[src/rtl/qvie_pkg.sv]
// shared types, codes and constants of the quad vertex index emitter
`default_nettype none
package qvie_pkg;

	localparam int VERTEX_CAPACITY = 65536;
	localparam int VC_W = $clog2(VERTEX_CAPACITY + 5);

	// result kinds
	localparam logic [1:0] KIND_VERTEX = 2'd0;
	localparam logic [1:0] KIND_INDEX  = 2'd1;
	localparam logic [1:0] KIND_BATCH  = 2'd2;
	localparam logic [1:0] KIND_DROP   = 2'd3;

	// shade modes
	localparam logic [1:0] SHADE_FILL = 2'd2;

	// input modes
	localparam logic MODE_FLUSH = 1'b1;

	// configuration register indexes
	localparam logic [2:0] REG_MAT_XX  = 3'd0;
	localparam logic [2:0] REG_MAT_XY  = 3'd1;
	localparam logic [2:0] REG_MAT_YX  = 3'd2;
	localparam logic [2:0] REG_MAT_YY  = 3'd3;
	localparam logic [2:0] REG_MAT_TX  = 3'd4;
	localparam logic [2:0] REG_MAT_TY  = 3'd5;
	localparam logic [2:0] REG_SHADE   = 3'd6;
	localparam logic [2:0] REG_DEF_TEX = 3'd7;

	// emitter steps within one request
	localparam logic [2:0] STEP_BATCH    = 3'd0;
	localparam logic [2:0] STEP_VERTEX   = 3'd1;
	localparam logic [2:0] STEP_IDX_LAST = 3'd7;

	typedef struct packed {
		logic signed [31:0] xx;
		logic signed [31:0] xy;
		logic signed [31:0] yx;
		logic signed [31:0] yy;
		logic signed [31:0] tx;
		logic signed [31:0] ty;
	} mat_t;

	// everything one request will emit, apart from the position math
	typedef struct packed {
		logic        has_batch;
		logic [14:0] b_off;
		logic [15:0] b_cnt;
		logic [15:0] b_tex;
		logic        is_corner;
		logic        drop;
		logic        has_index;
		logic [15:0] base;
		logic [15:0] u;
		logic [15:0] v;
		logic [31:0] color;
		logic [1:0]  shade;
	} job_t;

	typedef struct packed {
		logic [1:0]  kind;
		logic [31:0] x;
		logic [31:0] y;
		logic [15:0] u;
		logic [15:0] v;
		logic [31:0] color;
		logic [1:0]  shade;
		logic [15:0] index;
		logic [14:0] b_off;
		logic [15:0] b_cnt;
		logic [15:0] b_tex;
		logic        last;
	} res_t;

	// corner offset of the six triangle-list indices (0,1,2,0,2,3)
	function automatic logic [1:0] idx_offset(input logic [2:0] step);
		logic [1:0] r;
		unique case (step)
			3'd3:    r = 2'd1;
			3'd4:    r = 2'd2;
			3'd6:    r = 2'd2;
			3'd7:    r = 2'd3;
			default: r = 2'd0;
		endcase
		return r;
	endfunction

endpackage
`default_nettype wire

[src/rtl/qvie_emit.sv]
// rounding sum stage and result sequencer feeding the output register
`default_nettype none
module qvie_emit (
	input  wire logic               clk,
	input  wire logic               arst_n,
	input  wire logic signed [31:0] mat_tx,
	input  wire logic signed [31:0] mat_ty,
	input  wire logic               s2_valid,
	output logic                    s2_ready,
	input  wire qvie_pkg::job_t     job_s2,
	input  wire logic signed [63:0] pxa_s2,
	input  wire logic signed [63:0] pxb_s2,
	input  wire logic signed [63:0] pya_s2,
	input  wire logic signed [63:0] pyb_s2,
	output logic                    out_valid,
	input  wire logic               out_ready,
	output qvie_pkg::res_t          out_res
);

	logic               s3_valid_q;
	qvie_pkg::job_t     job_s3;
	logic [31:0]        x_s3;
	logic [31:0]        y_s3;
	logic [2:0]         step_q;
	logic               out_valid_q;
	qvie_pkg::res_t     res_q;

	logic signed [65:0] sum_x;
	logic signed [65:0] sum_y;
	logic [2:0]         last_step;
	logic               empty;
	logic               out_free;
	logic               emit;
	logic               done;
	logic               load;
	qvie_pkg::res_t     res;

	// floor of the rounded sum, clamped to the signed 32-bit range
	function automatic logic [31:0] sat32(input logic signed [65:0] s);
		logic [49:0] h;
		logic [31:0] r;
		h = s[65:16];
		if (h[49:31] == {19{h[49]}}) begin
			r = h[31:0];
		end else if (h[49]) begin
			r = 32'h8000_0000;
		end else begin
			r = 32'h7FFF_FFFF;
		end
		return r;
	endfunction

	assign sum_x = 66'(pxa_s2) + 66'(pxb_s2) + 66'($signed({mat_tx, 16'h0000})) + 66'sd32768;
	assign sum_y = 66'(pya_s2) + 66'(pyb_s2) + 66'($signed({mat_ty, 16'h0000})) + 66'sd32768;

	assign empty     = !job_s3.has_batch && !job_s3.is_corner;
	assign last_step = !job_s3.is_corner ? qvie_pkg::STEP_BATCH :
	                   job_s3.has_index   ? qvie_pkg::STEP_IDX_LAST : qvie_pkg::STEP_VERTEX;
	assign out_free  = !out_valid_q || out_ready;
	assign emit      = s3_valid_q && !empty && out_free;
	assign done      = s3_valid_q && (empty || (emit && step_q == last_step));
	assign s2_ready  = !s3_valid_q || done;
	assign load      = s2_valid && s2_ready;

	always_comb begin
		res      = '0;
		res.last = (step_q == last_step);
		priority if (step_q == qvie_pkg::STEP_BATCH) begin
			res.kind  = qvie_pkg::KIND_BATCH;
			res.b_off = job_s3.b_off;
			res.b_cnt = job_s3.b_cnt;
			res.b_tex = job_s3.b_tex;
		end else if (step_q == qvie_pkg::STEP_VERTEX) begin
			if (job_s3.drop) begin
				res.kind = qvie_pkg::KIND_DROP;
			end else begin
				res.kind  = qvie_pkg::KIND_VERTEX;
				res.x     = x_s3;
				res.y     = y_s3;
				res.u     = job_s3.u;
				res.v     = job_s3.v;
				res.color = job_s3.color;
				res.shade = job_s3.shade;
			end
		end else begin
			res.kind  = qvie_pkg::KIND_INDEX;
			res.index = job_s3.base + 16'(qvie_pkg::idx_offset(step_q));
		end
	end

	always_ff @(posedge clk or negedge arst_n) begin
		if (!arst_n) begin
			s3_valid_q  <= 1'b0;
			step_q      <= qvie_pkg::STEP_BATCH;
			out_valid_q <= 1'b0;
		end else begin
			if (s2_ready) begin
				s3_valid_q <= s2_valid;
			end
			if (load) begin
				step_q <= job_s2.has_batch ? qvie_pkg::STEP_BATCH : qvie_pkg::STEP_VERTEX;
			end else if (emit && !done) begin
				step_q <= step_q + 3'd1;
			end
			if (out_free) begin
				out_valid_q <= emit;
			end
		end
	end

	always_ff @(posedge clk) begin
		if (load) begin
			job_s3 <= job_s2;
			x_s3   <= sat32(sum_x);
			y_s3   <= sat32(sum_y);
		end
		if (emit) begin
			res_q <= res;
		end
	end

	assign out_valid = out_valid_q;
	assign out_res   = res_q;

endmodule
`default_nettype wire

[config.mk]
export PLATFORM = sky130hd
export DESIGN_NAME = qvie_emit
export DESIGN_NICKNAME = d
export VERILOG_FILES = /design/src/rtl/qvie_pkg.sv /design/src/rtl/qvie_emit.sv
export SDC_FILE = /design/constraint.sdc
export NUM_CORES = 1
export LEC_CHECK = 0
export ABC_CLOCK_PERIOD_IN_PS = 10300
export BUFFER_PORTS_ARGS = -buffer_cell sky130_fd_sc_hd__buf_2
export CAP_MARGIN = 20
export CORE_AREA = 2 2 257 259
export CTS_CLUSTER_SIZE = 24
export DETAILED_ROUTE_END_ITERATION = 7
export DIE_AREA = 0 0 259 261
export PLACE_DENSITY = 0.72
export SYNTH_ARGS = -nofsm -noshare
export SYNTH_HDL_FRONTEND = slang
export SYNTH_SLANG_ARGS = --single-unit
export TNS_END_PERCENT = 30
[constraint.sdc]
create_clock -name clk -period 10.3 [get_ports clk]
set_clock_uncertainty 0.05 [all_clocks]
set_input_delay 0.515 -clock clk [delete_from_list [all_inputs] [get_ports clk]]
set_output_delay 0.515 -clock clk [all_outputs]
set_load 0.01 [all_outputs]
---- Word level (Yosys, flattened, before mapping) ----
Index checks and enable logic that the tools add are counted.
operators by class
  $add $sub $neg .......................... 8
  multipliers ............................. 0
  div/mod/pow operators ................... 0
  magnitude comparators ................... 0
  equal/unequal tests ..................... 8
  shifts and indexed selects .............. 0
  muxes and demuxes ....................... 14
  bitwise operators ....................... 1
  reductions and logical operators ........ 21
operators by type and width
  kind                                                              count
  65-bit by 48-bit adder with 66-bit output                         2
  66-bit by 17-bit adder with 66-bit output, second input constant  2
  64-bit by 64-bit adder with 65-bit output                         2
  32-bit 2-to-1 mux                                                 4
  18-bit == test                                                    2
  16-bit by 2-bit adder with 16-bit output                          1
  3-bit 2-to-1 mux                                                  4
  3-bit == test, second input constant                              3
  2-bit 2-to-1 mux                                                  4
  1-bit logical AND                                                 7
  1-bit logical NOT                                                 6
  2-bit case mux with 3 select lines                                1
  2-bit OR reduction                                                2
  3-bit by 1-bit adder with 3-bit output, second input constant     1
  3-bit by 1-bit == test with 1-bit output, second input constant   1
  3-bit by 2-bit == test with 1-bit output, second input constant   1
  3-bit == test                                                     1
  3-bit logical NOT                                                 1
  1-bit logical OR                                                  3
  3-bit OR reduction                                                1
  2-bit nonzero test                                                1
  1-bit 2-to-1 mux                                                  1
  1-bit inverter                                                    1
word-level totals
  register bits after elaboration ......... 398
  bits in latches ......................... 0
  bits in writable memories ............... 0
  ROM bits ................................ 0
  logic and storage cells ................. 81
  memories kept ........................... 0

---- Logic depth before layout (Yosys ltp) ----
  depth after elaboration ................. 12
  gate-level depth with buffers ........... 18
  mapped depth without buffers ............ 16

---- Least setup slack after synthesis ----
No wires, ideal clock.
  path type ............................... in2reg
  from .................................... input port out_ready
  to ...................................... register step_q[0]
  library setup time ...................... 0.144 ns
  data arrival time ....................... 11.399 ns
  slack ................................... -1.293 ns
  stages on the path ...................... 6
  buffers on the path ..................... 0
  cells stage by stage .................... nand2b_1 > nor2b_1 > nand2b_1 > xnor2_1 > nor2_1 > a21oi_1
between the ends
  word-level cells in the longest chain between the ends .. 8
  elaborated cells on any way between the ends .. 11
  those cells by class .................... mux: 1; reduce/logical: 10
RTL lines
  element                                                        line                               source
  start, declared                                                qvie_emit.sv:16                    input wire logic out_ready,
  1-bit logical OR (*)                                           qvie_emit.sv:59                    assign out_free = !out_valid_q || out_ready;
  1-bit logical AND (*)                                          qvie_emit.sv:60                    assign emit = s3_valid_q && !empty && out_free;
  named net emit                                                 qvie_emit.sv:33                    logic emit;
  1-bit logical AND                                              qvie_emit.sv:61                    assign done = s3_valid_q && (empty || (emit && step_q == last_step));
  1-bit logical OR                                               qvie_emit.sv:61
  1-bit logical AND                                              qvie_emit.sv:61
  1-bit logical OR / 1-bit logical NOT (equally long branches)   qvie_emit.sv:62, qvie_emit.sv:102
  1-bit logical AND (on tied branches)                           qvie_emit.sv:63, qvie_emit.sv:102
  3-bit 2-to-1 mux / 2-bit nonzero test (equally long branches)  --
  end signal, assigned                                           qvie_emit.sv:94                    step_q <= qvie_pkg::STEP_BATCH;
  end signal, assigned                                           qvie_emit.sv:101                   step_q <= job_s2.has_batch ? qvie_pkg::STEP_BATCH : qvie_pkg::STEP_VERTEX;
  end signal, assigned                                           qvie_emit.sv:103                   step_q <= step_q + 3'd1;
  end, declared                                                  qvie_emit.sv:24                    logic [2:0] step_q;
Mark *: on every way through the listed nets, which the timed path passes. The rest lies on a longest branch.
A chain may end at the register's enable or synchronous reset.

---- Worst setup path after layout ----
  from .................................... input port mat_ty[31]
  to ...................................... register y_s3[6] (data pin)
between the ends
  word-level cells in the longest chain between the ends .. 4
  elaborated cells on any way between the ends .. 5
  those cells by class .................... add/sub: 2; eq/ne: 1; mux: 2
RTL lines
  element                                                     line                              source
  start, declared                                             qvie_emit.sv:7                    input wire logic signed [31:0] mat_ty,
  65-bit by 48-bit adder with 66-bit output (*)               qvie_emit.sv:54                   assign sum_y = 66'(pya_s2) + 66'(pyb_s2) + 66'($signed({mat_ty, 16'h0000})) + 66'sd32768;
  66-bit by 17-bit adder with 66-bit output (*)               qvie_emit.sv:54
  18-bit == test / 32-bit 2-to-1 mux (equally long branches)  qvie_emit.sv:43, qvie_emit.sv:45
  32-bit 2-to-1 mux (*)                                       qvie_emit.sv:43                   if (h[49:31] == {19{h[49]}}) begin
  end signal, assigned                                        qvie_emit.sv:115                  y_s3 <= sat32(sum_y);
  end, declared                                               qvie_emit.sv:23                   logic [31:0] y_s3;
Every way passes the cells marked *; elsewhere a longest branch is shown, timed or not.

==> flow_summary.yaml <==
status:
  outcome: "complete, no violations"
floorplanning:
  die_y_um: 261
  die_area_mm2: 0.0676
  core_area_mm2: 0.0650
  start_util_pct: 38.2
  boundaryPins: 655
  fp-row-count: 94
  die_w_um: 259
synthesis:
  async_flop_share_pct: 1.26
  synthCells: 2146
  synth_top_cells_by_area: "edfxtp_1 47%, ha_1 8.2%, fa_1 7.8%"
  seq_area_frac_synth_pct: 48.0
  yosysUniqueCellTypes: 98
  ys_ff_latch: 398
  syn_area_mm2: 0.0249
  synth_top_area_share_pct: 47.5
  yosys_warnings: 0
  syn_area_per_cell_um2: 11.6
  synth_nets: 2863
  synth_edf_count: 393
  synth-main-ff-cell: "edfxtp_1"
  yosys.area.top_type: "edfxtp_1"
critical_path:
  crit_required_ps: 10480
  cp_max_fo: 31
  crit_type: "primary input to flip-flop"
  cpMostUsedCell: "a21oi_1"
  path_cells: "buf_2 > fa_1 > ha_1 > nand2_1 > o21ai_0 > a21oi_1 > o221a_2 > mux2i_1 > a21oi_2 > or3_1 > or3_4 > a2111oi_4 > a21boi_4 > a21oi_1"
  arrival_ps: 5520
  slowest_stage: "a21boi_4"
  cp_slowest_stage_delay_ps: 800
  crit_path_end_kind: "flip-flop"
  worst_setup_path_start_kind: "primary input"
clock_tree:
  cts.sinks: 398
  h-tree-depth: 2
  insertion_delay_ps: 540
  path_clk_slew_ps: 60
  cts_buffers: 40
  cts_tree: "built"
  cts_root_buf: "clkbuf_16"
  cts_buffer_depth: 3
layout:
  fin_nets: 3493
  multi_input_area_mm2: 0.0124
  utilization_pct: 46.4
  seqCellArea_mm2: 0.0119
  drive_gt1_share_pct: 27.2
  final_common_cell: "buf_2"
  syn_to_final_growth_pct: 21.3
  fillers: 6069
  final_cell_mix: "654 x buf_2, 393 x edfxtp_1, 187 x a21oi_1"
sta:
  slew_headroom_pct: 31.4
  grt_setup_unrepaired: "no"
  layout_worst_path_cycle_share_pct: 51.9
  tns_ps: 0
  hold_viol: 0
  max_freq_ghz: 0.187
  worst_pin_slew_ps: 1030
  setup_violations: 0
  drv_slew: 0
  layout_min_cycle_time_ps: 5340
min_path:
  hp-class: "primary input to flip-flop"
drt:
  num_vias: 19400
  antenna_left: 0
  drc: 0
  drt-vias-per-instance: 5.28
  drt-pass1-iter-count: 6
  wire_per_inst_um: 20.4
  drt_wl_total_mm: 74.9
  drtIter0Drc: 1694
pwr:
  swShare_pct: 36.6
  power_density_mw_per_mm2: 207
  p_sw_mw: 2.29
  p_leak_nw: 12.4
  clock_power_share_pct: 21.5
  seqPwrFrac_pct: 39.0
  internal_power_mw: 3.95
  combinationalPowerShare_pct: 39.4
  vdd_drop_max_mv: 0.110
grt:
  grt_max_degree: 74
  grt_pass1_wl_mm: 111
  grtUsageTotal_pct: 21.2
  overflow: 0
  grt_pass1_vias: 19000
  antenna_found_initial: 3
place:
  dpl.hpwl_mm: 60.6
  place.gp.congestion: 0.963
  numPortBuffers: 654
job:
  cap_viol_max_count: 0
-- area by class of cell --
type                            count  area share (%)
Antenna cell                        3          0.0249
Clock buffer                       57            3.56
Clock inverter                     15           0.403
Inverter                           48           0.598
Multi-Input combinational cell   1621            41.1
Sequential cell                   398            39.6
Tap cell                          864            3.59
Timing Repair Buffer              667            11.2
-- repair_timing --
| item | CTS | global route |
|---|---|---|
| resized for setup | 0 | 0 |
| hold buffers | 1 | 0 |
| endpoints found under the setup margin | 0 | 0 |
| hold endpoints to repair | 5 | 0 |
| setup buffers | 0 | 0 |
-- final timing paths --
check / slack [ps] / depth (start not counted) / startpoint / endpoint
min in group asynchronous: 290 / 2 / arst_n / out_valid$_DFFE_PN0N_
min: 100 / 1 / job_s2[96] / job_s3[96]$_DFFE_PP_
min reg2reg: 460 / 1 / y_s3[19]$_DFFE_PP_ / out_res[149]$_SDFFCE_PP0P_
max: 4960 / 14 / mat_ty[31] / y_s3[6]$_DFFE_PP_
max in group asynchronous: 9730 / 2 / arst_n / step_q[0]$_DFFE_PN0P_
max reg2reg: 6680 / 5 / job_s3[84]$_DFFE_PP_ / y_s3[28]$_DFFE_PP_
-- stage by stage --
step / cell area (µm²) / cells / power [mW] / setup slack [ps] / hold slack (ps)
final: 30200 / 3673 / 6.24 / 4960 / 95.3
after global routing: 30100 / 3671 / 6.61 / 4590 / 64.4
after CTS: 30100 / 3669 / 6.28 / 5040 / 57.2
after detailed placement: 28900 / 3596 / 4.91 / 4480 / 315
after global placement: 28900 / 3596 / 4.90 / 4500 / 315
after floorplan: 24900 / 2146 / 4.04 / 3020 / 169
-- state kept, by name, summed over array words and instances (netlist names) --
| register | count |
|---|---|
| job_s3 | 133 |
| out_res | 196 |
| out_valid | 1 |
| s3_valid_q | 1 |
| step_q | 3 |
| x_s3 | 32 |
| y_s3 | 32 |
-- logic make-up after synthesis --
family	Yosys count	synth area share [%]
AO/OA/AOI/OAI	536	14.1
XOR/XNOR	100	3.52
adder cells (fa/ha/maj)	260	16.0
buffers and inverters	127	2.30
flip-flops	398	48.0
multiplexers	41	1.66
AND/OR/NAND/NOR	684	14.5
-- worst max-delay path, delay by kind of cell --
| kind | cells | cell delay, ps |
|---|---|---|
| AO/OA/AOI/OAI | 7 | 2310 |
| adder cells (fa/ha/maj) | 2 | 990 |
| buffers and inverters | 1 | 500 |
| multiplexers | 1 | 220 |
| AND/OR/NAND/NOR | 3 | 950 |
-- Yosys cell counts, types with 5 or more instances --
master	count
a211oi_1	12
a21boi_0	8
a21o_1	63
a21oi_1	187
a311oi_1	5
a31oi_1	9
and2_1	185
and3_1	17
and4_1	9
buf_2	24
buf_6	8
clkbuf_1	43
dfrtp_1	5
edfxtp_1	393
fa_1	97
ha_1	163
inv_1	47
mux2i_1	40
nand2_1	147
nand2b_1	12
nand3_1	29
nand4_1	54
nor2_1	138
nor2b_1	10
nor3_1	28
nor4_1	16
o211ai_1	23
o21a_1	15
o21ai_0	92
o21ai_1	13
o21bai_1	26
o31ai_1	8
or3_1	8
xnor2_1	53
xor2_1	47
-- power groups by stage --
| stage | Sequential, mW | Clock [mW] | Combinational (mW) |
|---|---|---|---|
| 2_1_floorplan | 2.62 | 0 | 1.42 |
| 3_3_place_gp | 2.46 | 0 | 2.44 |
| 3_5_place_dp | 2.47 | 0 | 2.44 |
| 4_1_cts | 2.44 | 1.38 | 2.46 |
| 5_1_grt | 2.47 | 1.44 | 2.69 |
| 6_report | 2.43 | 1.34 | 2.46 |
-- layer usage --
metal / global-route usage, % / part of all wire [%] / wire length (µm)
met3: 3.78 / 7.4 / 5570
met2: 36.6 / 49 / 36400
met1: 27.7 / 42 / 31200
met4: 5.23 / 2.3 / 1700
met5: 0 / 0 / 0
No activity file was read; power rests on OpenSTA's default activity.
