--- src/rtl/qvie_pkg.sv ---
// shared types, codes and constants of the quad vertex index emitter
`default_nettype none
package qvie_pkg;

	localparam int VERTEX_CAPACITY = 65536;
	localparam int VC_W = $clog2(VERTEX_CAPACITY + 5);

	// result kinds
	localparam logic [1:0] KIND_VERTEX = 2'd0;
	localparam logic [1:0] KIND_INDEX  = 2'd1;
	localparam logic [1:0] KIND_BATCH  = 2'd2;
	localparam logic [1:0] KIND_DROP   = 2'd3;

	// shade modes
	localparam logic [1:0] SHADE_FILL = 2'd2;

	// input modes
	localparam logic MODE_FLUSH = 1'b1;

	// configuration register indexes
	localparam logic [2:0] REG_MAT_XX  = 3'd0;
	localparam logic [2:0] REG_MAT_XY  = 3'd1;
	localparam logic [2:0] REG_MAT_YX  = 3'd2;
	localparam logic [2:0] REG_MAT_YY  = 3'd3;
	localparam logic [2:0] REG_MAT_TX  = 3'd4;
	localparam logic [2:0] REG_MAT_TY  = 3'd5;
	localparam logic [2:0] REG_SHADE   = 3'd6;
	localparam logic [2:0] REG_DEF_TEX = 3'd7;

	// emitter steps within one request
	localparam logic [2:0] STEP_BATCH    = 3'd0;
	localparam logic [2:0] STEP_VERTEX   = 3'd1;
	localparam logic [2:0] STEP_IDX_LAST = 3'd7;

	typedef struct packed {
		logic signed [31:0] xx;
		logic signed [31:0] xy;
		logic signed [31:0] yx;
		logic signed [31:0] yy;
		logic signed [31:0] tx;
		logic signed [31:0] ty;
	} mat_t;

	// everything one request will emit, apart from the position math
	typedef struct packed {
		logic        has_batch;
		logic [14:0] b_off;
		logic [15:0] b_cnt;
		logic [15:0] b_tex;
		logic        is_corner;
		logic        drop;
		logic        has_index;
		logic [15:0] base;
		logic [15:0] u;
		logic [15:0] v;
		logic [31:0] color;
		logic [1:0]  shade;
	} job_t;

	typedef struct packed {
		logic [1:0]  kind;
		logic [31:0] x;
		logic [31:0] y;
		logic [15:0] u;
		logic [15:0] v;
		logic [31:0] color;
		logic [1:0]  shade;
		logic [15:0] index;
		logic [14:0] b_off;
		logic [15:0] b_cnt;
		logic [15:0] b_tex;
		logic        last;
	} res_t;

	// corner offset of the six triangle-list indices (0,1,2,0,2,3)
	function automatic logic [1:0] idx_offset(input logic [2:0] step);
		logic [1:0] r;
		unique case (step)
			3'd3:    r = 2'd1;
			3'd4:    r = 2'd2;
			3'd6:    r = 2'd2;
			3'd7:    r = 2'd3;
			default: r = 2'd0;
		endcase
		return r;
	endfunction

endpackage
`default_nettype wire

--- src/rtl/qvie_seq.sv ---
// quad sequencer: corner, capacity and batch state, first pipeline register
`default_nettype none
module qvie_seq (
	input  wire logic                clk,
	input  wire logic                arst_n,
	input  wire logic                in_valid,
	output logic                     in_ready,
	input  wire logic                mode,
	input  wire logic                solid,
	input  wire logic signed [31:0]  pos_x,
	input  wire logic signed [31:0]  pos_y,
	input  wire logic [15:0]         tex_u,
	input  wire logic [15:0]         tex_v,
	input  wire logic [31:0]         color,
	input  wire logic [15:0]         texture,
	input  wire logic [1:0]          shade_mode,
	input  wire logic [15:0]         solid_tex,
	output logic                     s1_valid,
	input  wire logic                s1_ready,
	output qvie_pkg::job_t           job_s1,
	output logic signed [31:0]       x_s1,
	output logic signed [31:0]       y_s1
);

	logic [1:0]                corner_q;
	logic [qvie_pkg::VC_W-1:0] vcount_q;
	logic [15:0]               base_q;
	logic [15:0]               open_off_q;
	logic [15:0]               open_cnt_q;
	logic [15:0]               open_tex_q;
	logic                      dropping_q;
	logic                      s1_valid_q;

	logic [1:0]                corner_d;
	logic [qvie_pkg::VC_W-1:0] vcount_d;
	logic [15:0]               base_d;
	logic [15:0]               open_off_d;
	logic [15:0]               open_cnt_d;
	logic [15:0]               open_tex_d;
	logic                      dropping_d;
	logic [15:0]               tex;
	logic                      full;
	logic                      drop;
	logic [1:0]                shade_sat;
	logic                      accept;
	qvie_pkg::job_t            job;

	assign in_ready = !s1_valid_q || s1_ready;
	assign accept   = in_valid && in_ready;
	assign s1_valid = s1_valid_q;

	assign tex       = solid ? solid_tex : texture;
	assign full      = ((qvie_pkg::VC_W + 1)'(vcount_q) + (qvie_pkg::VC_W + 1)'(4)) >
	                   (qvie_pkg::VC_W + 1)'(qvie_pkg::VERTEX_CAPACITY);
	assign shade_sat = (shade_mode > qvie_pkg::SHADE_FILL) ? qvie_pkg::SHADE_FILL : shade_mode;

	always_comb begin
		corner_d   = corner_q;
		vcount_d   = vcount_q;
		base_d     = base_q;
		open_off_d = open_off_q;
		open_cnt_d = open_cnt_q;
		open_tex_d = open_tex_q;
		dropping_d = dropping_q;
		drop       = dropping_q;

		job           = '0;
		job.b_off     = open_off_q[14:0];
		job.b_cnt     = open_cnt_q;
		job.b_tex     = open_tex_q;
		job.u         = solid ? 16'd0 : tex_u;
		job.v         = solid ? 16'd0 : tex_v;
		job.color     = color;
		job.shade     = solid ? qvie_pkg::SHADE_FILL : shade_sat;

		if (mode == qvie_pkg::MODE_FLUSH) begin
			job.has_batch = (open_cnt_q != 16'd0);
			corner_d      = 2'd0;
			vcount_d      = '0;
			dropping_d    = 1'b0;
			open_off_d    = 16'd0;
			open_cnt_d    = 16'd0;
			open_tex_d    = 16'd0;
		end else begin
			if (corner_q == 2'd0) begin
				drop = full;
				if (!full) begin
					if (open_cnt_q == 16'd0) begin
						open_tex_d = tex;
					end else if (open_tex_q != tex) begin
						job.has_batch = 1'b1;
						open_off_d    = open_off_q + open_cnt_q;
						open_tex_d    = tex;
					end
					base_d     = 16'(vcount_q);
					vcount_d   = vcount_q + qvie_pkg::VC_W'(4);
					open_cnt_d = (job.has_batch ? 16'd0 : open_cnt_q) + 16'd2;
				end
			end
			job.is_corner = 1'b1;
			job.drop      = drop;
			job.has_index = !drop && (corner_q == 2'd3);
			dropping_d    = (corner_q == 2'd3) ? 1'b0 : drop;
			corner_d      = corner_q + 2'd1;
		end
		job.base = base_q;
	end

	always_ff @(posedge clk or negedge arst_n) begin
		if (!arst_n) begin
			corner_q   <= 2'd0;
			vcount_q   <= '0;
			base_q     <= 16'd0;
			open_off_q <= 16'd0;
			open_cnt_q <= 16'd0;
			open_tex_q <= 16'd0;
			dropping_q <= 1'b0;
			s1_valid_q <= 1'b0;
		end else begin
			if (accept) begin
				corner_q   <= corner_d;
				vcount_q   <= vcount_d;
				base_q     <= base_d;
				open_off_q <= open_off_d;
				open_cnt_q <= open_cnt_d;
				open_tex_q <= open_tex_d;
				dropping_q <= dropping_d;
			end
			if (in_ready) begin
				s1_valid_q <= in_valid;
			end
		end
	end

	always_ff @(posedge clk) begin
		if (accept) begin
			job_s1 <= job;
			x_s1   <= pos_x;
			y_s1   <= pos_y;
		end
	end

endmodule
`default_nettype wire

--- config.mk ---
export PLATFORM = sky130hd
export DESIGN_NAME = qvie_seq
export DESIGN_NICKNAME = d
export VERILOG_FILES = /design/src/rtl/qvie_pkg.sv /design/src/rtl/qvie_seq.sv
export SDC_FILE = /design/constraint.sdc
export NUM_CORES = 1
export LEC_CHECK = 0
export BUFFER_PORTS_ARGS = -buffer_cell sky130_fd_sc_hd__buf_4
export CAP_MARGIN = 25
export CORE_UTILIZATION = 40
export CTS_BUF_LIST = sky130_fd_sc_hd__clkbuf_4
export DETAILED_ROUTE_END_ITERATION = 10
export HOLD_SLACK_MARGIN = 0.02
export PLACE_DENSITY = 0.78
export RECOVER_POWER = 25
export SLEW_MARGIN = 20
export SYNTH_ARGS = -nofsm -noshare
export SYNTH_HDL_FRONTEND = slang
export SYNTH_SLANG_ARGS = --single-unit
--- constraint.sdc ---
create_clock -name clk -period 8.9 [get_ports clk]
set_input_delay 0.89 -clock clk [delete_from_list [all_inputs] [get_ports clk]]
set_output_delay 0.89 -clock clk [all_outputs]
set_load 0.01 [all_outputs]
Yosys cells after proc, flatten, opt, wreduce, memory -nomap -nowiden
Index checks and enable logic that the tools add are counted.
- magnitude comparators: 2
- equality and inequality tests: 4
- add/subtract/negate cells: 5
- divide/modulo/power cells: 0
- bitwise operators: 2
- multiplexer cells: 32
- multipliers: 0
- shifts and indexed selects: 0
- reductions and logical operators: 16
- operator list (cell ; number):
    16-bit two-way mux ; 15
    17-bit two-way mux ; 3
    17-bit by 3-bit adder with 18-bit output (second input constant) ; 1
    18-bit by 17-bit > comparator with 1-bit output (second input constant) ; 1
    17-bit by 3-bit adder with 17-bit output (second input constant) ; 1
    16-bit adder ; 1
    16-bit by 2-bit adder with 16-bit output (second input constant) ; 1
    16-bit zero test ; 1
    16-bit != test ; 1
    16-bit nonzero test ; 1
    1-bit two-way mux ; 12
    4-bit AND reduction ; 2
    5-bit AND reduction ; 1
    2-bit != test (second input constant) ; 2
    2-bit nonzero test ; 2
    3-bit two-way mux ; 1
    3-bit AND reduction ; 1
    3-bit nonzero test ; 1
    2-bit by 1-bit adder with 2-bit output (second input constant) ; 1
    2-bit == test (second input constant) ; 1
    2-bit > comparator (second input constant) ; 1
    1-bit logical AND ; 2
    1-bit zero test ; 2
    2-bit zero test ; 1
    other kinds (4) ; 5
- RAM bits: 0
- register bits after elaboration: 282
- bits in read-only memories: 0
- bits in latches: 0
- output and inout port bits: 199
- input bits: 168
- memories: 0
- word-level logic and storage cells: 83

Depth between registers and ports, before layout
Gate-level depths: netlist of run 1.
- word-level depth: 12
- mapped depth: 18
- depth with buffers taken out: 14

Least setup slack after synthesis of run 1
OpenSTA, ideal clock, no wires.
- path kind: input-to-reg
- start point: in s1_ready
- end point: reg open_cnt_q[3]
- library setup time: 0.069 ns
- setup slack: 1.240 ns
- stages: 6
- path buffers: 1
- data required time: 8.831 ns
- arrival time: 7.592 ns
- cells stage by stage: nand2b_1 nand2_1 inv_1 clkbuf_1 a31o_2 a311o_1
- word-level cells in the longest chain between the ends: 3
- ends and longest elaborated chain (item ; RTL line ; source):
    from (decl) ; qvie_seq.sv:19 ; input wire logic s1_ready,
    1-bit logical OR ; qvie_seq.sv:48 ; assign in_ready = !s1_valid_q || s1_ready;
    1-bit logical AND ; qvie_seq.sv:49 ; assign accept = in_valid && in_ready;
    named net accept ; qvie_seq.sv:45 ; logic accept;
    3-bit AND reduction (no source line) ; n/a ;
    to (signal assigned) ; qvie_seq.sv:125 ; open_cnt_q <= open_cnt_d;
    to (decl) ; qvie_seq.sv:29 ; logic [15:0] open_cnt_q;
The timed path passes the listed nets, and every way through them passes these cells.
A chain may end at the register's enable or synchronous reset.

Final worst setup path of run 1
- start point: in solid
- end point: reg open_cnt_q[15]
- word-level cells in the longest chain between the ends: 12
- ends and longest elaborated chain (item ; RTL line ; source):
    from (decl) ; qvie_seq.sv:9 ; input wire logic solid,
    16-bit two-way mux ; qvie_seq.sv:52 ; assign tex = solid ? solid_tex : texture;
    16-bit != test ; qvie_seq.sv:90 ; end else if (open_tex_q != tex) begin
    1-bit two-way mux ; qvie_seq.sv:90 ;
    1-bit two-way mux ; qvie_seq.sv:88 ; if (open_cnt_q == 16'd0) begin
    1-bit two-way mux ; qvie_seq.sv:87 ; if (!full) begin
    1-bit two-way mux ; qvie_seq.sv:85 ; if (corner_q == 2'd0) begin
    1-bit two-way mux ; qvie_seq.sv:76 ; if (mode == qvie_pkg::MODE_FLUSH) begin
    16-bit two-way mux ; qvie_seq.sv:97 ; open_cnt_d = (job.has_batch ? 16'd0 : open_cnt_q) + 16'd2;
    16-bit by 2-bit adder with 16-bit output ; qvie_seq.sv:97 ;
    16-bit two-way mux ; qvie_seq.sv:87 ;
    16-bit two-way mux ; qvie_seq.sv:85 ;
    16-bit two-way mux ; qvie_seq.sv:76 ;
No other way between the ends. The select of a mux whose other input is x is not followed.

==> impl_metrics.json, run 1 <==
{
  "wl_um": 29700,
  "cts_root_buf": "clkbuf_4",
  "die_w_um": 167,
  "p_sw_uw": 830,
  "cts.repair.resized": 0,
  "clock_latency_ns": 0.67,
  "min_period_ns": 4.79,
  "num_rows": 60,
  "slew_violations": 35,
  "die-area_um2": 27900,
  "yosysSeqAreaShare": 0.715,
  "coreArea_um2": 26900,
  "sw_frac_of_total": 0.262,
  "routed_via_density": 5.04,
  "ys_types": 64,
  "htree_levels": 3,
  "final_cell_mix": "buf_4, clkbuf_4, edfxtp_1",
  "hold_class": "input pin to flip-flop",
  "postCtsHoldBufs": 0,
  "avgSynthCellArea_um2": 14.7,
  "cap_viol_max_count": 1,
  "drc": 0,
  "rr_worst_depth": 13,
  "cts_tree": "yes",
  "grtUsageTotal": 0.212,
  "pin_count": 367,
  "p_clk_frac": 0.371,
  "io_buffers": 363,
  "hold_depth": 1,
  "die-height_um": 167,
  "synthArstFlopShare": 0.289,
  "dp_hpwl_um": 21000,
  "place.gp.congestion": 0.877,
  "whs_endpoint": "y_s1[12]",
  "p_per_area_nw_per_um2": 212,
  "routedWlPerCell_um": 19.1,
  "reg2reg_from": "open_tex_q[15]",
  "grt_remaining_overflow": 0,
  "initialDrtViolationCount": 439,
  "timing.slew.headroom": -0.429,
  "synth_area_um2": 10900,
  "power_uw": 3160,
  "synth_ff_type": "edfxtp_1",
  "finalSetupTns_ns": 0,
  "pwr-share-seq": 0.486,
  "r2r_end": "open_cnt_q[15]",
  "antenna_found_initial": 5,
  "hold_viol": 0,
  "fin_crit_sh": 0.538,
  "drive_gt1_frac": 0.417,
  "worstMarginPinSlew_ns": 2.14,
  "grt_pass1_vias": 7871,
  "cp-end-kind": "flip-flop",
  "post_cts_buffers": 0,
  "ant_nets": 0,
  "final_common_cell": "buf_4",
  "ys_warn_count": 0,
  "power_frac_comb": 0.143,
  "fin_skew_ns": 0.0424,
  "r2r_slack_ns": 4.74,
  "synth_cells": 741,
  "worstSetupStartpointType": "input pin",
  "violations": "max-capacitance violations, max-slew violations",
  "area_growth_syn_to_layout_pct": 36.8,
  "vdd_drop_max_uv": 119,
  "crit_path_max_fanout": 49,
  "worstPathRequired_ns": 9.44,
  "intPower_uw": 2330,
  "vias": 7837,
  "grt_max_degree": 122,
  "grt_pass1_wl_um": 45000,
  "synth_edf_count": 194,
  "start_util": 0.406,
  "critPathArrivalTime_ns": 5.33,
  "nNetsFinal": 1337,
  "cts_buffers": 77,
  "ys_ff_latch": 273,
  "path_clk_slew_ns": 0.06,
  "fmax_ghz": 0.209,
  "status": "complete, but fails checks",
  "worst-setup-path-type": "input pin to flip-flop",
  "firstDrtPassIters": 5,
  "clockBufferDepth": 3,
  "hp-start": "pos_y[12]",
  "power_leakage_uw": 0.00651,
  "clock-sinks": 273,
  "setup_viol": 0,
  "rsz0062_at_grt": "no"
}
[through the flow]
step	area, um2	utilization	std cells	hold slack (ns)	setup slack (ns)
finish	14900	0.555	1556	0.422	4.11
global placement	13900	0.517	1411	0.435	3.58
floorplan	10900	-	743	0.417	1.24
detailed placement	13900	0.518	1412	0.436	3.49
global route	14900	0.555	1556	0.340	3.86
CTS	14900	0.555	1550	0.145	4.21
[worst max-delay path, stage by stage]
cell and delay [ns]:
buf_4 0.48, mux2i_1 0.35, xnor2_1 0.11, nor4_1 0.50
nand4_1 0.31, nand2_1 0.68, and2_1 0.24, ha_1 0.18
and3_1 0.21, and3_1 0.20, and2_1 0.27, and3_1 0.22
or3b_2 0.44, a31oi_1 0.17, nor2_1 0.07
[per-layer routing]
layer / vias to the layer above / wire, um / track usage
li1: 3648 / - / -
met1: 3816 / 11700 / 0.254
met2: 317 / 15200 / 0.363
met3: 56 / 2140 / 0.0589
met4: 0 / 637 / 0.0813
met5: - / 0 / 0
[sequential cells by signal, summed over array words and instances, names as in the netlist]
name        cells
y_s1           32
job_s1        130
base_q         14
x_s1           32
open_tex_q     16
open_cnt_q     15
vcount_q       15
open_off_q     15
s1_valid        1
corner_q        2
dropping_q      1
[cell usage after synthesis, drive strengths merged (3+ instances only)]
cell type,count,area [um2]
edfxtp,194,5830
dfrtp,79,1980
nand2,74,278
nor2b,33,206
mux2i,28,280
xnor2,24,210
nand3,23,120
buf,20,139
clkbuf,18,67.6
ha,18,225
nor2,17,71.3
a21oi,16,91.3
nor3,16,80.1
o2bb2ai,16,140
o21ai,15,78.8
a21o,14,105
a31oi,14,87.6
inv,12,45.0
and3,11,73.8
nor4,9,56.3
and2,8,52.6
or2,7,43.8
nand2b,6,37.5
nand4,6,37.5
xor2,6,52.6
a211oi,5,37.5
a22o,5,43.8
mux2,4,48.8
nand4b,4,50.1
o21a,4,30.0
or3,4,25.0
a21boi,3,22.5
[final cells by class]
| type | instances | area (um2) |
|---|---|---|
| Fill cell | 2226 | 12000 |
| Sequential cell | 273 | 7800 |
| Multi-Input combinational cell | 420 | 2860 |
| Timing Repair Buffer | 367 | 2760 |
| Clock buffer | 117 | 878 |
| Tap cell | 341 | 427 |
| Clock inverter | 21 | 133 |
| Inverter | 12 | 52.6 |
| Antenna cell | 5 | 12.5 |
[power by group through the flow]
stage | Clock (uW) | Sequential, uW | Combinational [uW]
floorplan | 0 | 1590 | 218
global placement | 0 | 1560 | 441
global route | 1280 | 1550 | 489
finish | 1170 | 1540 | 452
CTS | 1210 | 1540 | 455
detailed placement | 0 | 1560 | 454
[cells by family after synthesis]
kind of cell	share of synthesized area
xor+xnor	0.0241
compound gates	0.0779
fa+ha+maj	0.0206
other cells	0.000344
mux	0.0302
buf+inv	0.0231
simple gates	0.108
flops	0.715
[how the worst max path moves through the flow]
stage / endpoint / from
after CTS: open_cnt_q[15] / solid
after floorplan: open_cnt_q[3] / s1_ready
after global routing: open_cnt_q[15] / solid
after detailed placement: open_cnt_q[15] / solid
after global placement: open_cnt_q[15] / solid
final: open_cnt_q[15] / solid
No activity file was read; power rests on OpenSTA's default activity.
==> run 2, diff against run 1 <==
clock period = 4.5 ns   (was 8.9 ns; I/O delays follow)
==> run 2 against run 1 <==
The flow still finishes with violations (max-capacitance violations, max-slew violations). Setup slack lost 3.3 ns. Utilization grew 3.5 points. Count of clock-buffer cells in the layout shrank 6. Clock power grew 90%. Worst hold slack lost 0.34 ns. Non-clock buffer count grew 104. Cell count grew 6.3%. Register-to-register slack lost 3.9 ns. Sequential cell count is the same. Sequential share of layout area shrank 3.1 points. First-iteration DRC count grew 41%. Critical endpoint is now open_tex_q[11]. Largest power group unchanged. Highest routed layer unchanged.
==> impl_metrics.json, run 2 (synthesis results as in run 1) <==
{
  "slew_violations": 35,
  "cts_root_buf": "clkbuf_4",
  "initialDrtViolationCount": 619,
  "place.gp.congestion": 0.857,
  "power_uw": 6260,
  "power_leakage_uw": 0.00690,
  "num_rows": 60,
  "finalSetupTns_ns": 0,
  "cap_viol_max_count": 1,
  "die-height_um": 167,
  "setup_viol": 0,
  "worstMarginPinSlew_ns": 2.15,
  "crit_end": "open_tex_q[11]",
  "critPathArrivalTime_ns": 4.21,
  "worstPathRequired_ns": 5.03,
  "post_cts_buffers": 0,
  "cts_tree": "yes",
  "clockBufferDepth": 3,
  "fin_crit_sh": 0.817,
  "final_common_cell": "buf_4",
  "violations": "max-capacitance violations, max-slew violations",
  "ant_nets": 0,
  "reg2reg_from": "vcount_q[6]",
  "rsz0062_at_grt": "no",
  "vdd_drop_max_uv": 190,
  "crit_path_max_fanout": 21,
  "drc": 0,
  "reg_top3": "job_s1 x130, x_s1 x32, y_s1 x32",
  "r2r_end": "open_tex_q[11]",
  "grtUsageTotal": 0.238,
  "grt_pass1_wl_um": 49900,
  "cp-end-kind": "flip-flop",
  "clock-sinks": 273,
  "hold_ws_ns": 0.0856,
  "status": "complete, but fails checks",
  "path_clk_slew_ns": 0.06,
  "grt_remaining_overflow": 0,
  "worst-setup-path-type": "flip-flop to flip-flop",
  "coreArea_um2": 26900,
  "grt_pass1_vias": 8732,
  "pin_count": 367,
  "routedWlPerCell_um": 20.0,
  "routed_via_density": 5.07,
  "nFillCells": 2066,
  "die-area_um2": 27900,
  "cts_buffers": 73,
  "dp_slack_ns": 0.401,
  "cp-startpoint": "vcount_q[6]",
  "io_buffers": 363,
  "timing.slew.headroom": -0.437,
  "antenna_found_initial": 8,
  "rr_worst_depth": 8,
  "firstDrtPassIters": 5,
  "final_cell_mix": "buf_4, clkbuf_4, edfxtp_1",
  "clock_latency_ns": 0.67,
  "fin_skew_ns": 0.0423,
  "hold_viol": 0,
  "area_growth_syn_to_layout_pct": 45.6,
  "cpPeakStageDelay_ns": 0.58,
  "grt_max_degree": 75,
  "start_util": 0.406,
  "setup_ws_ns": 0.823,
  "vias": 8384,
  "min_period_ns": 3.68,
  "p_per_area_nw_per_um2": 395,
  "dp_hpwl_um": 21400,
  "worstSetupStartpointType": "flip-flop",
  "htree_levels": 3,
  "regMostFlops": "job_s1",
  "wl_um": 33100,
  "hold_class": "input pin to flip-flop",
  "slowest_stage": "dfrtp_1",
  "largest_reg_flops": 130,
  "r2r_slack_ns": 0.82,
  "worstPathCellList": "nand3_1 > nor3_1 > mux2_2 > o21ai_0 > nand4b_4 > a21oi_4 > nand2_1 > o2bb2ai_1",
  "hp-start": "tex_v[13]",
  "nNetsFinal": 1437,
  "drive_gt1_frac": 0.389,
  "die_w_um": 167,
  "fmax_ghz": 0.272
}
-- run 2: cell count changes in the layout (fill, tap and decap cells not counted), sizes merged --
cell,before,now
dlygate4sd3,0,99
clkbuf,214,209
buf,270,274
clkinv,17,13
diode,5,8
clkinvlp,0,2
bufinv,2,1
-- run 2: cell type report --
class,count,area (um2),area share
Antenna cell,8,20.0,0.00126
Clock buffer,111,833,0.0525
Clock inverter,18,103,0.00646
Inverter,12,52.6,0.00331
Multi-Input combinational cell,420,2860,0.180
Sequential cell,273,7800,0.491
Tap cell,341,427,0.0269
Timing Repair Buffer,471,3780,0.238
-- run 2: worst min path at each step --
stage                 end  cells after the start
2_1_floorplan  base_q[10]                      0
3_3_place_gp   job_s1[71]                      0
3_5_place_dp   job_s1[71]                      0
4_1_cts        job_s1[47]                      2
5_1_grt        job_s1[50]                      2
6_report       job_s1[47]                      2
-- run 2: metal layers --
layer / track usage / up-vias / wire length [um]
li1: - / 3836 / -
met1: 0.263 / 4103 / 12400
met2: 0.417 / 368 / 17000
met3: 0.0577 / 77 / 2210
met4: 0.136 / 0 / 1440
met5: 0 / - / 0
-- run 2: critical path: cells and delay by family (launching register included) --
kind            cells  cell delay, ns
simple gates        4            1.40
flops               1            0.58
compound gates      3            1.18
mux                 1            0.38
-- run 2: repair_timing --
| item | 4_1_cts | 5_1_grt |
|---|---|---|
| endpoints found under the hold margin | 132 | 0 |
| gates resized for setup | 0 | 0 |
| hold buffers | 99 | 0 |
-- run 2: report_power, final --
group	leakage [uW]	internal (uW)	total [uW]	switching (uW)
registers	0.00296	2920	3040	124
clock network	0.000556	1180	2220	1040
logic	0.00338	467	1000	533
total	0.00690	4570	6260	1690
-- run 2: metrics by stage --
stage / instances / utilization / area, um2
3_3_place_gp: 1417 / 0.518 / 13900
5_1_grt: 1654 / 0.591 / 15900
3_5_place_dp: 1418 / 0.519 / 14000
4_1_cts: 1646 / 0.591 / 15900
6_report: 1654 / 0.591 / 15900
2_1_floorplan: 743 / - / 10900
